[src/rtl/fsbc_pkg.sv]
`timescale 1ns / 1ps
// ----------------------------------------------------------------------------
// fsbc_pkg: shared types and constants for the flash sector blank check
// Beat layouts, verdict codes, the CRC-32 polynomial and the byte-wide
// CRC update.
// ----------------------------------------------------------------------------
package fsbc_pkg;

	localparam int SECTOR_BYTES_DEF = 4096;
	localparam int NUM_CHUNKS_DEF   = 16;

	localparam int CHUNK_BYTES = 256;
	localparam int CHUNK_SHIFT = 8;
	localparam int MAP_W       = 16;
	localparam int COUNT_OUT_W = 13;
	localparam int OFFS_OUT_W  = 12;

	localparam logic [31:0] CRC_POLY = 32'hEDB8_8320;
	localparam logic [31:0] CRC_INIT = 32'hFFFF_FFFF;

	localparam logic [7:0] BYTE_ERASED = 8'hFF;
	localparam logic [7:0] BYTE_ZERO   = 8'h00;

	localparam logic [1:0] VERDICT_BLANK     = 2'd0;
	localparam logic [1:0] VERDICT_ALL_ZERO  = 2'd1;
	localparam logic [1:0] VERDICT_POPULATED = 2'd2;

	typedef struct packed {
		logic [7:0] data_byte;
		logic       last_byte;
	} in_beat_t;

	typedef struct packed {
		logic [1:0]             verdict;
		logic [COUNT_OUT_W-1:0] non_erased_count;
		logic [COUNT_OUT_W-1:0] nonzero_count;
		logic                   any_data;
		logic [OFFS_OUT_W-1:0]  first_offset;
		logic [OFFS_OUT_W-1:0]  last_offset;
		logic [MAP_W-1:0]       chunk_map;
		logic [31:0]            crc_value;
	} out_beat_t;

	// CRC accumulator control
	typedef struct packed {
		logic advance;  // absorb one byte
		logic restart;  // reload the initial value instead
	} crc_ctl_t;

	// reflected CRC-32, one byte, eight bit steps
	function automatic logic [31:0] crc32_byte(input logic [31:0] crc, input logic [7:0] b);
		logic [31:0] c;
		c = crc ^ {24'h0, b};
		for (int i = 0; i < 8; i++) begin
			c = c[0] ? ((c >> 1) ^ CRC_POLY) : (c >> 1);
		end
		return c;
	endfunction

endpackage

[src/rtl/flash_sector_blank_check_crc32_top.sv]
`timescale 1ns / 1ps
// ----------------------------------------------------------------------------
// flash_sector_blank_check_crc32_top: sector blank check with CRC-32
// Streams a sector byte by byte and reports erase statistics and the CRC.
// ----------------------------------------------------------------------------
// Usage:
//   byte channel (byte_valid / byte_stall / byte_beat): one sector byte per
//   beat in address order; last_byte marks the final byte of a scan.
//   report channel (report_valid / report_stall / report_beat): one beat per
//   scan, with the verdict, both miss counts, first/last data offsets, the
//   chunk map and the final inverted CRC-32.
// Timing:
//   One byte per cycle sustained while byte_stall is low. A byte waits in
//   the input register, and the CRC, counters and offsets take it in as it
//   moves on; a final byte's report is registered in the output register as
//   it moves on, and is held there until taken. The CRC step is an eight-bit
//   unrolled update and sets the cycle path.
// Stalls:
//   Non-final bytes never wait on the report side. A final byte waits in the
//   input register only while an older report is still held by report_stall;
//   byte_stall then rises until the report slot frees.
// Reset:
//   arst_n clears both registers' valid flags and the scan state (CRC to all
//   ones, position, counts, offsets and chunk map to zero). After each report
//   the scan state returns to the same values for the next sector.
// ----------------------------------------------------------------------------
module flash_sector_blank_check_crc32_top #(
	parameter int SECTOR_BYTES = fsbc_pkg::SECTOR_BYTES_DEF,
	parameter int NUM_CHUNKS   = fsbc_pkg::NUM_CHUNKS_DEF
) (
	input  logic                clk,
	input  logic                arst_n,
	input  logic                byte_valid,
	output logic                byte_stall,
	input  fsbc_pkg::in_beat_t  byte_beat,
	output logic                report_valid,
	input  logic                report_stall,
	output fsbc_pkg::out_beat_t report_beat
);

	// position spans 0..SECTOR_BYTES-1, counts span 0..SECTOR_BYTES
	localparam int POS_W = $clog2(SECTOR_BYTES);
	localparam int CNT_W = $clog2(SECTOR_BYTES + 1);
	localparam int CHUNK_LIM = (NUM_CHUNKS < fsbc_pkg::MAP_W) ? NUM_CHUNKS : fsbc_pkg::MAP_W;
	localparam logic [POS_W-1:0] POS_MAX = POS_W'(SECTOR_BYTES - 1);
	localparam logic [CNT_W-1:0] CNT_MAX = CNT_W'(SECTOR_BYTES);

	// input register
	logic               valid_s1;
	fsbc_pkg::in_beat_t beat_s1;

	// scan state
	logic [POS_W-1:0]           pos_q;
	logic [CNT_W-1:0]           erased_miss_q;
	logic [CNT_W-1:0]           zero_miss_q;
	logic                       seen_q;
	logic [POS_W-1:0]           first_q;
	logic [POS_W-1:0]           last_q;
	logic [fsbc_pkg::MAP_W-1:0] map_q;

	// output register
	logic                valid_q;
	fsbc_pkg::out_beat_t report_q;

	// next-state logic
	logic                       fire;
	logic                       not_erased;
	logic                       not_zero;
	logic [POS_W-1:0]           chunk_idx;
	logic [fsbc_pkg::MAP_W-1:0] map_set;
	logic [CNT_W-1:0]           erased_miss_d;
	logic [CNT_W-1:0]           zero_miss_d;
	logic                       seen_d;
	logic [POS_W-1:0]           first_d;
	logic [POS_W-1:0]           last_d;
	logic [fsbc_pkg::MAP_W-1:0] map_d;
	logic [1:0]                 verdict_d;
	logic [31:0]                crc_next;
	fsbc_pkg::crc_ctl_t         crc_ctl;

	// a final byte needs the report slot; others always move
	assign fire = valid_s1 && (!beat_s1.last_byte || !valid_q || !report_stall);
	assign byte_stall = valid_s1 && !fire;

	assign not_erased = (beat_s1.data_byte != fsbc_pkg::BYTE_ERASED);
	assign not_zero   = (beat_s1.data_byte != fsbc_pkg::BYTE_ZERO);
	assign chunk_idx  = pos_q >> fsbc_pkg::CHUNK_SHIFT;

	// chunk decode; chunks past NUM_CHUNKS or the map width set nothing
	always_comb begin
		for (int k = 0; k < fsbc_pkg::MAP_W; k++) begin
			map_set[k] = (k < CHUNK_LIM) && (chunk_idx == POS_W'(k));
		end
	end

	always_comb begin
		erased_miss_d = erased_miss_q;
		zero_miss_d   = zero_miss_q;
		seen_d        = seen_q;
		first_d       = first_q;
		last_d        = last_q;
		map_d         = map_q;
		if (not_erased) begin
			if (erased_miss_q != CNT_MAX) begin
				erased_miss_d = erased_miss_q + CNT_W'(1);
			end
			if (!seen_q) begin
				first_d = pos_q;
			end
			seen_d = 1'b1;
			last_d = pos_q;
			map_d  = map_q | map_set;
		end
		if (not_zero && zero_miss_q != CNT_MAX) begin
			zero_miss_d = zero_miss_q + CNT_W'(1);
		end
		if (erased_miss_d == '0) begin
			verdict_d = fsbc_pkg::VERDICT_BLANK;
		end else if (zero_miss_d == '0) begin
			verdict_d = fsbc_pkg::VERDICT_ALL_ZERO;
		end else begin
			verdict_d = fsbc_pkg::VERDICT_POPULATED;
		end
	end

	assign crc_ctl.advance = fire;
	assign crc_ctl.restart = beat_s1.last_byte;

	fsbc_crc32 u_crc (
		.clk       (clk),
		.arst_n    (arst_n),
		.ctl       (crc_ctl),
		.data_byte (beat_s1.data_byte),
		.crc_next  (crc_next)
	);

	// input register
	always_ff @(posedge clk or negedge arst_n) begin
		if (!arst_n) begin
			valid_s1 <= 1'b0;
		end else if (!byte_stall) begin
			valid_s1 <= byte_valid;
		end
	end

	always_ff @(posedge clk) begin
		if (!byte_stall && byte_valid) begin
			beat_s1 <= byte_beat;
		end
	end

	// scan state; cleared after the final byte
	always_ff @(posedge clk or negedge arst_n) begin
		if (!arst_n) begin
			pos_q         <= '0;
			erased_miss_q <= '0;
			zero_miss_q   <= '0;
			seen_q        <= 1'b0;
			first_q       <= '0;
			last_q        <= '0;
			map_q         <= '0;
		end else if (fire) begin
			if (beat_s1.last_byte) begin
				pos_q         <= '0;
				erased_miss_q <= '0;
				zero_miss_q   <= '0;
				seen_q        <= 1'b0;
				first_q       <= '0;
				last_q        <= '0;
				map_q         <= '0;
			end else begin
				if (pos_q != POS_MAX) begin
					pos_q <= pos_q + POS_W'(1);
				end
				erased_miss_q <= erased_miss_d;
				zero_miss_q   <= zero_miss_d;
				seen_q        <= seen_d;
				first_q       <= first_d;
				last_q        <= last_d;
				map_q         <= map_d;
			end
		end
	end

	// output register
	always_ff @(posedge clk or negedge arst_n) begin
		if (!arst_n) begin
			valid_q <= 1'b0;
		end else if (fire && beat_s1.last_byte) begin
			valid_q <= 1'b1;
		end else if (!report_stall) begin
			valid_q <= 1'b0;
		end
	end

	always_ff @(posedge clk) begin
		if (fire && beat_s1.last_byte) begin
			report_q.verdict          <= verdict_d;
			report_q.non_erased_count <= fsbc_pkg::COUNT_OUT_W'(erased_miss_d);
			report_q.nonzero_count    <= fsbc_pkg::COUNT_OUT_W'(zero_miss_d);
			report_q.any_data         <= seen_d;
			report_q.first_offset     <= fsbc_pkg::OFFS_OUT_W'(first_d);
			report_q.last_offset      <= fsbc_pkg::OFFS_OUT_W'(last_d);
			report_q.chunk_map        <= map_d;
			report_q.crc_value        <= ~crc_next;
		end
	end

	assign report_valid = valid_q;
	assign report_beat  = report_q;

`ifndef SYNTHESIS
	// a final byte always lands a report beat
	a_last_reports: assert property (@(posedge clk) disable iff (!arst_n)
		(fire && beat_s1.last_byte) |=> report_valid)
		else $error("final byte did not produce a report");

	// the scan state starts over after a final byte
	a_scan_restart: assert property (@(posedge clk) disable iff (!arst_n)
		(fire && beat_s1.last_byte) |=> (pos_q == '0 && erased_miss_q == '0 && map_q == '0))
		else $error("scan state not cleared after report");

	// only a blocked final byte holds the input side
	a_stall_cause: assert property (@(posedge clk) disable iff (!arst_n)
		byte_stall |-> (valid_s1 && beat_s1.last_byte && valid_q && report_stall))
		else $error("byte_stall without a blocked report");

	// data flag tracks the non-erased count
	a_seen_count: assert property (@(posedge clk) disable iff (!arst_n)
		seen_q == (erased_miss_q != '0))
		else $error("seen flag and miss count disagree");

	// counts saturate at the sector size
	a_count_sat: assert property (@(posedge clk) disable iff (!arst_n)
		(erased_miss_q <= CNT_MAX) && (zero_miss_q <= CNT_MAX))
		else $error("miss count beyond sector size");
`endif

endmodule

[src/rtl/fsbc_crc32.sv]
`timescale 1ns / 1ps
// ----------------------------------------------------------------------------
// fsbc_crc32: running CRC-32 accumulator
// Absorbs one byte per advance; restart reloads the initial value.
// ----------------------------------------------------------------------------
module fsbc_crc32 (
	input  logic               clk,
	input  logic               arst_n,
	input  fsbc_pkg::crc_ctl_t ctl,
	input  logic [7:0]         data_byte,
	output logic [31:0]        crc_next
);

	logic [31:0] crc_q;

	assign crc_next = fsbc_pkg::crc32_byte(crc_q, data_byte);

	always_ff @(posedge clk or negedge arst_n) begin
		if (!arst_n) begin
			crc_q <= fsbc_pkg::CRC_INIT;
		end else if (ctl.advance) begin
			crc_q <= ctl.restart ? fsbc_pkg::CRC_INIT : crc_next;
		end
	end

endmodule

[config.mk]
export PLATFORM = sky130hd
export DESIGN_NAME = flash_sector_blank_check_crc32_top
export DESIGN_NICKNAME = d
export VERILOG_FILES = /design/src/rtl/fsbc_pkg.sv /design/src/rtl/flash_sector_blank_check_crc32_top.sv /design/src/rtl/fsbc_crc32.sv
export SDC_FILE = /design/constraint.sdc
export NUM_CORES = 1
export LEC_CHECK = 0
export BUFFER_PORTS_ARGS = -buffer_cell sky130_fd_sc_hd__buf_2
export CAP_MARGIN = 20
export CORE_MARGIN = 8
export CORE_UTILIZATION = 60
export DETAILED_ROUTE_END_ITERATION = 12
export GPL_TIMING_DRIVEN = 0
export PLACE_DENSITY = 0.82
export SLEW_MARGIN = 0
export SYNTH_ARGS = -nofsm -noshare
export SYNTH_HDL_FRONTEND = slang
export SYNTH_SLANG_ARGS = --single-unit
[constraint.sdc]
create_clock -name clk -period 11.47 [get_ports clk]
set_clock_uncertainty 0.2 [all_clocks]
set_input_delay 1.147 -clock clk [delete_from_list [all_inputs] [get_ports clk]]
set_output_delay 1.147 -clock clk [all_outputs]
set_load 0.005 [all_outputs]
==> impl_metrics.tcl, run 1 <==
set metrics [dict create \
    min_path_type "register to register" \
    synth_most_common_cell "edfxtp_1" \
    viasPerCell 5.85 \
    timing.hold.ws_ns 0.305 \
    nFillCells 1107 \
    fp-row-count 46 \
    fin_crit_sh 0.287 \
    worst_slew_pin_slew_ns 0.984 \
    io_pins 116 \
    min_period_ns 3.29 \
    core_mm2 0.0159 \
    synth_seq_area_share 0.633 \
    final_cells 1161 \
    dpl.cell_count 1121 \
    arrival_ns 1.94 \
    p_per_area_mw_per_mm2 229 \
    critPathMaxFanout 10 \
    initial_core_util 0.613 \
    die_h_um 143 \
    first_pass_iters 5 \
    post_cts_buffers 0 \
    finalPower_mw 2.62 \
    cp-end-kind "output pin" \
    cp_top_family "buffers and inverters" \
    finalMaxSlewViolations 0 \
    drt_iter0_markers 575 \
    antenna_found_initial 2 \
    io_buffers 115 \
    max_clock_freq_mhz 304 \
    ant_nets 0 \
    htreeDepth 1 \
    drc 0 \
    routed_wl_um 22300 \
    ctsResizeCount 0 \
    critical_path.max_stage_delay_ns 0.47 \
    cp.required_ns 10.12 \
    path_cells "clkbuf_1 > nand4_1 > inv_1 > buf_2" \
    root_buffer "clkbuf_16" \
    p_clk_frac 0.298 \
    synth_top_area_share 0.339 \
    vdd_drop_max_v 0.000218 \
    overflow 0 \
    p_int_mw 1.85 \
    leakage_nw 4.97 \
    clock_sinks 223 \
    place_congestion 0.893 \
    n_antenna_cell 0 \
    cts_tree "done" \
    critPathLaunchType "register" \
    grt_pass1_vias 6678 \
    postCtsHoldBufs 0 \
    setup_viol 0 \
    clock_latency_ns 0.50 \
    cpMaxStageDelayCell "clkbuf_1" \
    synth_area_leader_cell "edfxtp_1" \
    finalHoldViolCount 0 \
    detail_route.wl_per_cell_um 19.2 \
    drive_gt1_frac 0.220 \
    comb_power_share 0.273 \
    hpwl_um 15000 \
    syn_inst 788 \
    synth_seq_cells 223 \
    seqPwrFrac 0.429 \
    avgSynthCellArea_um2 12.4 \
    power_switching_uw 776 \
    synthFlopType "edfxtp_1" \
    synth-edff-count 110 \
    vias 6789 \
    synth_common_cells "edfxtp_1, dfrtp_1, nand2_1" \
    outcome "finished, final reports clean" \
    cts_buffers 22 \
    async_flop_share 0.507 \
    grt_start_max_net_pins 77 \
    slew_headroom 0.339 \
    dieArea_mm2 0.0206 \
    p_sw_frac 0.296 \
    cp.buffers_inverters 3 \
    cts_buffer_depth 3 \
    syn_nets 806 \
    syn_to_final_growth_pct 17.5 \
    synthTopCellsByArea "edfxtp_1, dfrtp_1, dfstp_2" \
    synth_cell_types 53 \
    cts.reportedPaths.clkPinSlew_ns 0.06 \
    yosys_warnings 0 \
    netlist_area_mm2 0.00974 \
    grt_pass1_wl_um 35700 \
    die_x_um 143 \
    path_class "register to output pin" \
    tns_ns 0 \
    cap_violations 0 \
    grtUsageTotal 0.219 \
    grt_setup_unrepaired "false" \
    layout.nets 947 \
]
==> power groups by stage <==
stage,Sequential (mW),Clock (mW),Combinational [mW]
after CTS,1.13,0.794,0.720
after floorplan,1.14,0,0.486
final,1.13,0.782,0.715
after detailed placement,1.14,0,0.704
after global routing,1.14,0.824,0.784
after global placement,1.14,0,0.694
==> cell type report <==
| type | instances | area [um^2] | area share |
|---|---|---|---|
| sequential | 223 | 6170 | 0.539 |
| inverter | 14 | 52.6 | 0.00459 |
| multi-input combinational | 504 | 3340 | 0.291 |
| clock inverter | 10 | 175 | 0.0153 |
| timing repair buffer | 117 | 637 | 0.0556 |
| buffer | 47 | 189 | 0.0165 |
| clock buffer | 30 | 622 | 0.0543 |
| tap | 216 | 270 | 0.0236 |
==> placed cells by master, fill, tap and decap left out, types with 14 or more instances in the layout <==
cell       instances
buf_2            115
edfxtp_1         110
dfrtp_1           81
nand2_1           76
xnor2_1           71
nor2_1            57
clkbuf_1          45
a21oi_1           42
a22o_1            37
dfstp_2           32
xor2_1            30
o21ai_0           24
clkbuf_16         23
nand3_1           18
o211a_1           15
inv_1             14
==> through the flow <==
step                      area [um^2]   util  worst slack (ns)
after detailed placement        10700  0.671              7.88
final                           11500  0.721              8.18
after global placement          10600  0.667              4.73
after global routing            11500  0.721              8.11
after floorplan                  9740      -              6.09
after CTS                       11500  0.721              8.21
==> final timing paths <==
kind / from / to / slack [ns] / depth (start not counted)
worst max-delay path: beat_s1[0] / byte_stall / 8.18 / 4
worst max register to register: erased_miss_q[0] / report_beat[99] / 8.24 / 8
max in group asynchronous: arst_n / map_q[12] / 10.02 / 2
min in group asynchronous: arst_n / zero_miss_q[7] / 0.35 / 1
worst min register to register: first_q[9] / first_q[9] / 0.30 / 1
worst min-delay path: first_q[9] / first_q[9] / 0.30 / 1
==> worst reg2reg max path: stages, from the launching register on <==
cell	delay [ns]
dfrtp_1	0.45
inv_1	0.14
ha_1	0.17
or4b_1	0.44
or4_1	0.42
a32oi_1	0.38
o2111ai_1	0.22
nor4_2	0.33
and4b_1	0.24
==> layer usage <==
layer / GRT usage / part of all wire
met5: 0 / 0.00099
met4: 0.0725 / 0.027
met3: 0.0464 / 0.083
met2: 0.352 / 0.48
met1: 0.293 / 0.41
==> flip-flops by register name, summed over array words and instances, names as in the netlist <==
signal,cells
beat_s1,9
erased_miss_q,13
first_q,12
last_q,12
map_q,16
pos_q,12
report_beat,101
report_valid,1
seen_q,1
u_crc.crc_q,32
valid_s1,1
zero_miss_q,13
==> cell families (layout without fill, tap and decap cells) <==
kind of cell,after synthesis,in the layout,synth area share
buffers and inverters,61,218,0.0244
AOI/OAI and AO/OA,164,164,0.120
adders and majority gates,5,5,0.00642
and+or+nand+nor,218,218,0.107
muxes,16,16,0.0181
xor gates and xnor gates,101,101,0.0908
DFF,223,223,0.633
Power figures use the tool's default switching activity.
==> run 2: changes to the inputs <==
ABC_AREA = 1   (was default)
CORE_UTILIZATION = 59   (was 60)
PLACE_DENSITY = 0.8   (was 0.82)
clock period = 3.2 ns   (was 11.47 ns; I/O delays follow)
==> run 2 against run 1 <==
Sequential power rose to 3.6 times the previous value. Flip-flop and latch count did not move. Via count rose by 20%. Cell area rose by 6.3%. Register-to-register slack got worse by 7.9 ns. Die area rose by 7.9%. Core utilization fell by 1.7 points. Largest power group unchanged. Clock power rose to 3.1 times the previous value. Synthesized cell count rose by 41%. Critical path type is now input port to register.
==> impl_metrics.tcl, run 2 <==
set metrics [dict create \
    yosys_warnings 0 \
    max_clock_freq_mhz 342 \
    cts_buffer_depth 3 \
    power_switching_mw 3.04 \
    syn_inst 1115 \
    nFillCells 1315 \
    netlist_area_mm2 0.0104 \
    vdd_drop_max_v 0.000874 \
    vias 8117 \
    fp-row-count 48 \
    async_flop_share 0.507 \
    drc 0 \
    cts_tree "done" \
    final_cell_mix "nand2_1, inv_1, nor2_1" \
    synthTopCellsByArea "edfxtp_1, dfrtp_1, nand2_1" \
    cp-end-kind "register" \
    htreeDepth 1 \
    seqPwrFrac 0.438 \
    drive_gt1_frac 0.162 \
    syn_to_final_growth_pct 16.6 \
    io_buffers 115 \
    placed_area_mm2 0.0114 \
    utilization 0.704 \
    comb_power_share 0.299 \
    drt_iter0_markers 749 \
    synth_common_cells "nand2_1, inv_1, nor2_1" \
    synth_top_area_share 0.316 \
    cts_buffers 22 \
    synth_cell_types 32 \
    antenna_found_initial 0 \
    leakage_nw 5.64 \
    final_cells 1511 \
    clock_sinks 223 \
    setup_viol 0 \
    synthFlopType "edfxtp_1" \
    arrival_ns 2.95 \
    io_pins 116 \
    synth_seq_area_share 0.591 \
    ant_nets 0 \
    finalHoldViolCount 0 \
    fin_area_mm2 0.0122 \
    min_period_ns 2.92 \
    cts.reportedPaths.clkPinSlew_ns 0.07 \
    path_class "input port to register" \
    dpl.cell_count 1458 \
    p_per_area_mw_per_mm2 757 \
    finalMaxSlewViolations 0 \
    die_h_um 149 \
    grtUsageTotal 0.228 \
    cp.required_ns 3.22 \
    synth_most_common_cell "nand2_1" \
    syn_nets 1133 \
    outcome "finished, final reports clean" \
    final_common_cell "nand2_1" \
    n_antenna_cell 0 \
    ctsResizeCount 0 \
    fin_ws_ns 0.276 \
    die_x_um 149 \
    largest_reg_flops 101 \
    avgSynthCellArea_um2 9.36 \
    min_path_type "input port to async pin" \
    first_pass_iters 5 \
    grt_start_max_net_pins 84 \
    initial_core_util 0.604 \
    r2r_setup_slack_ns 0.39 \
    fin_crit_sh 0.914 \
    clock_latency_ns 0.51 \
    p_int_mw 6.18 \
    worst_slew_pin_slew_ns 0.779 \
    critPathMaxFanout 41 \
    layout.nets 1288 \
    dieArea_mm2 0.0222 \
    synth_area_leader_cell "edfxtp_1" \
    root_buffer "clkbuf_16" \
    synth_seq_cells 223 \
    place_congestion 0.872 \
    grt_pass1_vias 8106 \
    grt_setup_unrepaired "false" \
    overflow 0 \
    routed_wl_um 25100 \
    detail_route.wl_per_cell_um 16.6 \
    viasPerCell 5.37 \
    critPathLaunchType "input port" \
    p_clk_frac 0.264 \
    place_ws_ns 0.395 \
    core_mm2 0.0173 \
    cap_violations 0 \
    grt_pass1_wl_um 40800 \
    p_sw_frac 0.330 \
    synth-edff-count 110 \
    slew_headroom 0.479 \
    hpwl_um 17600 \
]
-- run 2: cells by family (layout without fill, tap and decap cells) --
logic type | count (synthesis) | in the layout | synth area share
AO/OA/AOI/OAI | 156 | 156 | 0.0793
XOR/XNOR | 76 | 76 | 0.0731
adder cells (fa/ha/maj) | 5 | 5 | 0.00599
buffers and inverters | 191 | 362 | 0.0702
flip-flops | 223 | 223 | 0.591
AND/OR/NAND/NOR | 464 | 464 | 0.180
-- run 2: cell type report --
type | count | area, um^2 | area share
inverter | 158 | 597 | 0.0490
buffer | 33 | 140 | 0.0115
timing repair buffer | 131 | 779 | 0.0640
tap | 225 | 282 | 0.0231
sequential | 223 | 6170 | 0.507
clock buffer | 26 | 566 | 0.0464
clock inverter | 14 | 105 | 0.00863
multi-input combinational | 701 | 3540 | 0.290
-- run 2: metal layers --
| layer | up-vias | global-route usage | wire (um) |
|---|---|---|---|
| met2 | 315 | 0.370 | 11800 |
| met3 | 38 | 0.0443 | 1980 |
| met1 | 3863 | 0.303 | 10800 |
| met5 | - | 0 | 0 |
| met4 | 0 | 0.0732 | 513 |
| li1 | 3901 | - | - |
-- run 2: per-stage QoR --
stage / TNS, ns / hold slack, ns / power (mW)
after floorplan: 0 / -0.176 / 5.93
after global placement: -88.96 / 0.266 / 6.70
after detailed placement: 0 / 0.0274 / 6.77
after CTS: 0 / 0.0527 / 9.27
after global routing: 0 / 0.0767 / 9.72
final: 0 / 0.0647 / 9.22
-- run 2: critical path: stages --
cell,delay (ns)
dlygate4sd3_1,0.59
buf_2,0.15
nand3_1,0.07
nand2_1,0.30
inv_1,0.18
nand2_1,0.30
clkinvlp_4,0.59
buf_12,0.40
-- run 2: what timing repair did --
action                     4_1_cts  5_1_grt
setup buffers                    0        0
hold endpoints to repair       104        0
setup endpoints to repair        0        0
hold buffers                    13        0
-- run 2: worst paths after layout --
| check | start | endpoint | cells after the start |
|---|---|---|---|
| min in group clk | last_q[3] | last_q[3] | 2 |
| max in group asynchronous | arst_n | u_crc.crc_q[1] | 3 |
| hold reg to reg | last_q[3] | last_q[3] | 2 |
| setup / recovery | report_stall | report_beat[80] | 8 |
| setup reg to reg | beat_s1[0] | report_beat[80] | 6 |
| hold / removal | arst_n | map_q[13] | 2 |
-- run 2: power groups by stage --
stage / clock [mW] / combinational [mW] / sequential (mW)
floorplan: 0 / 1.86 / 4.07
global placement: 0 / 2.64 / 4.06
detailed placement: 0 / 2.70 / 4.07
CTS: 2.47 / 2.77 / 4.03
global route: 2.57 / 3.07 / 4.08
finish: 2.43 / 2.75 / 4.03
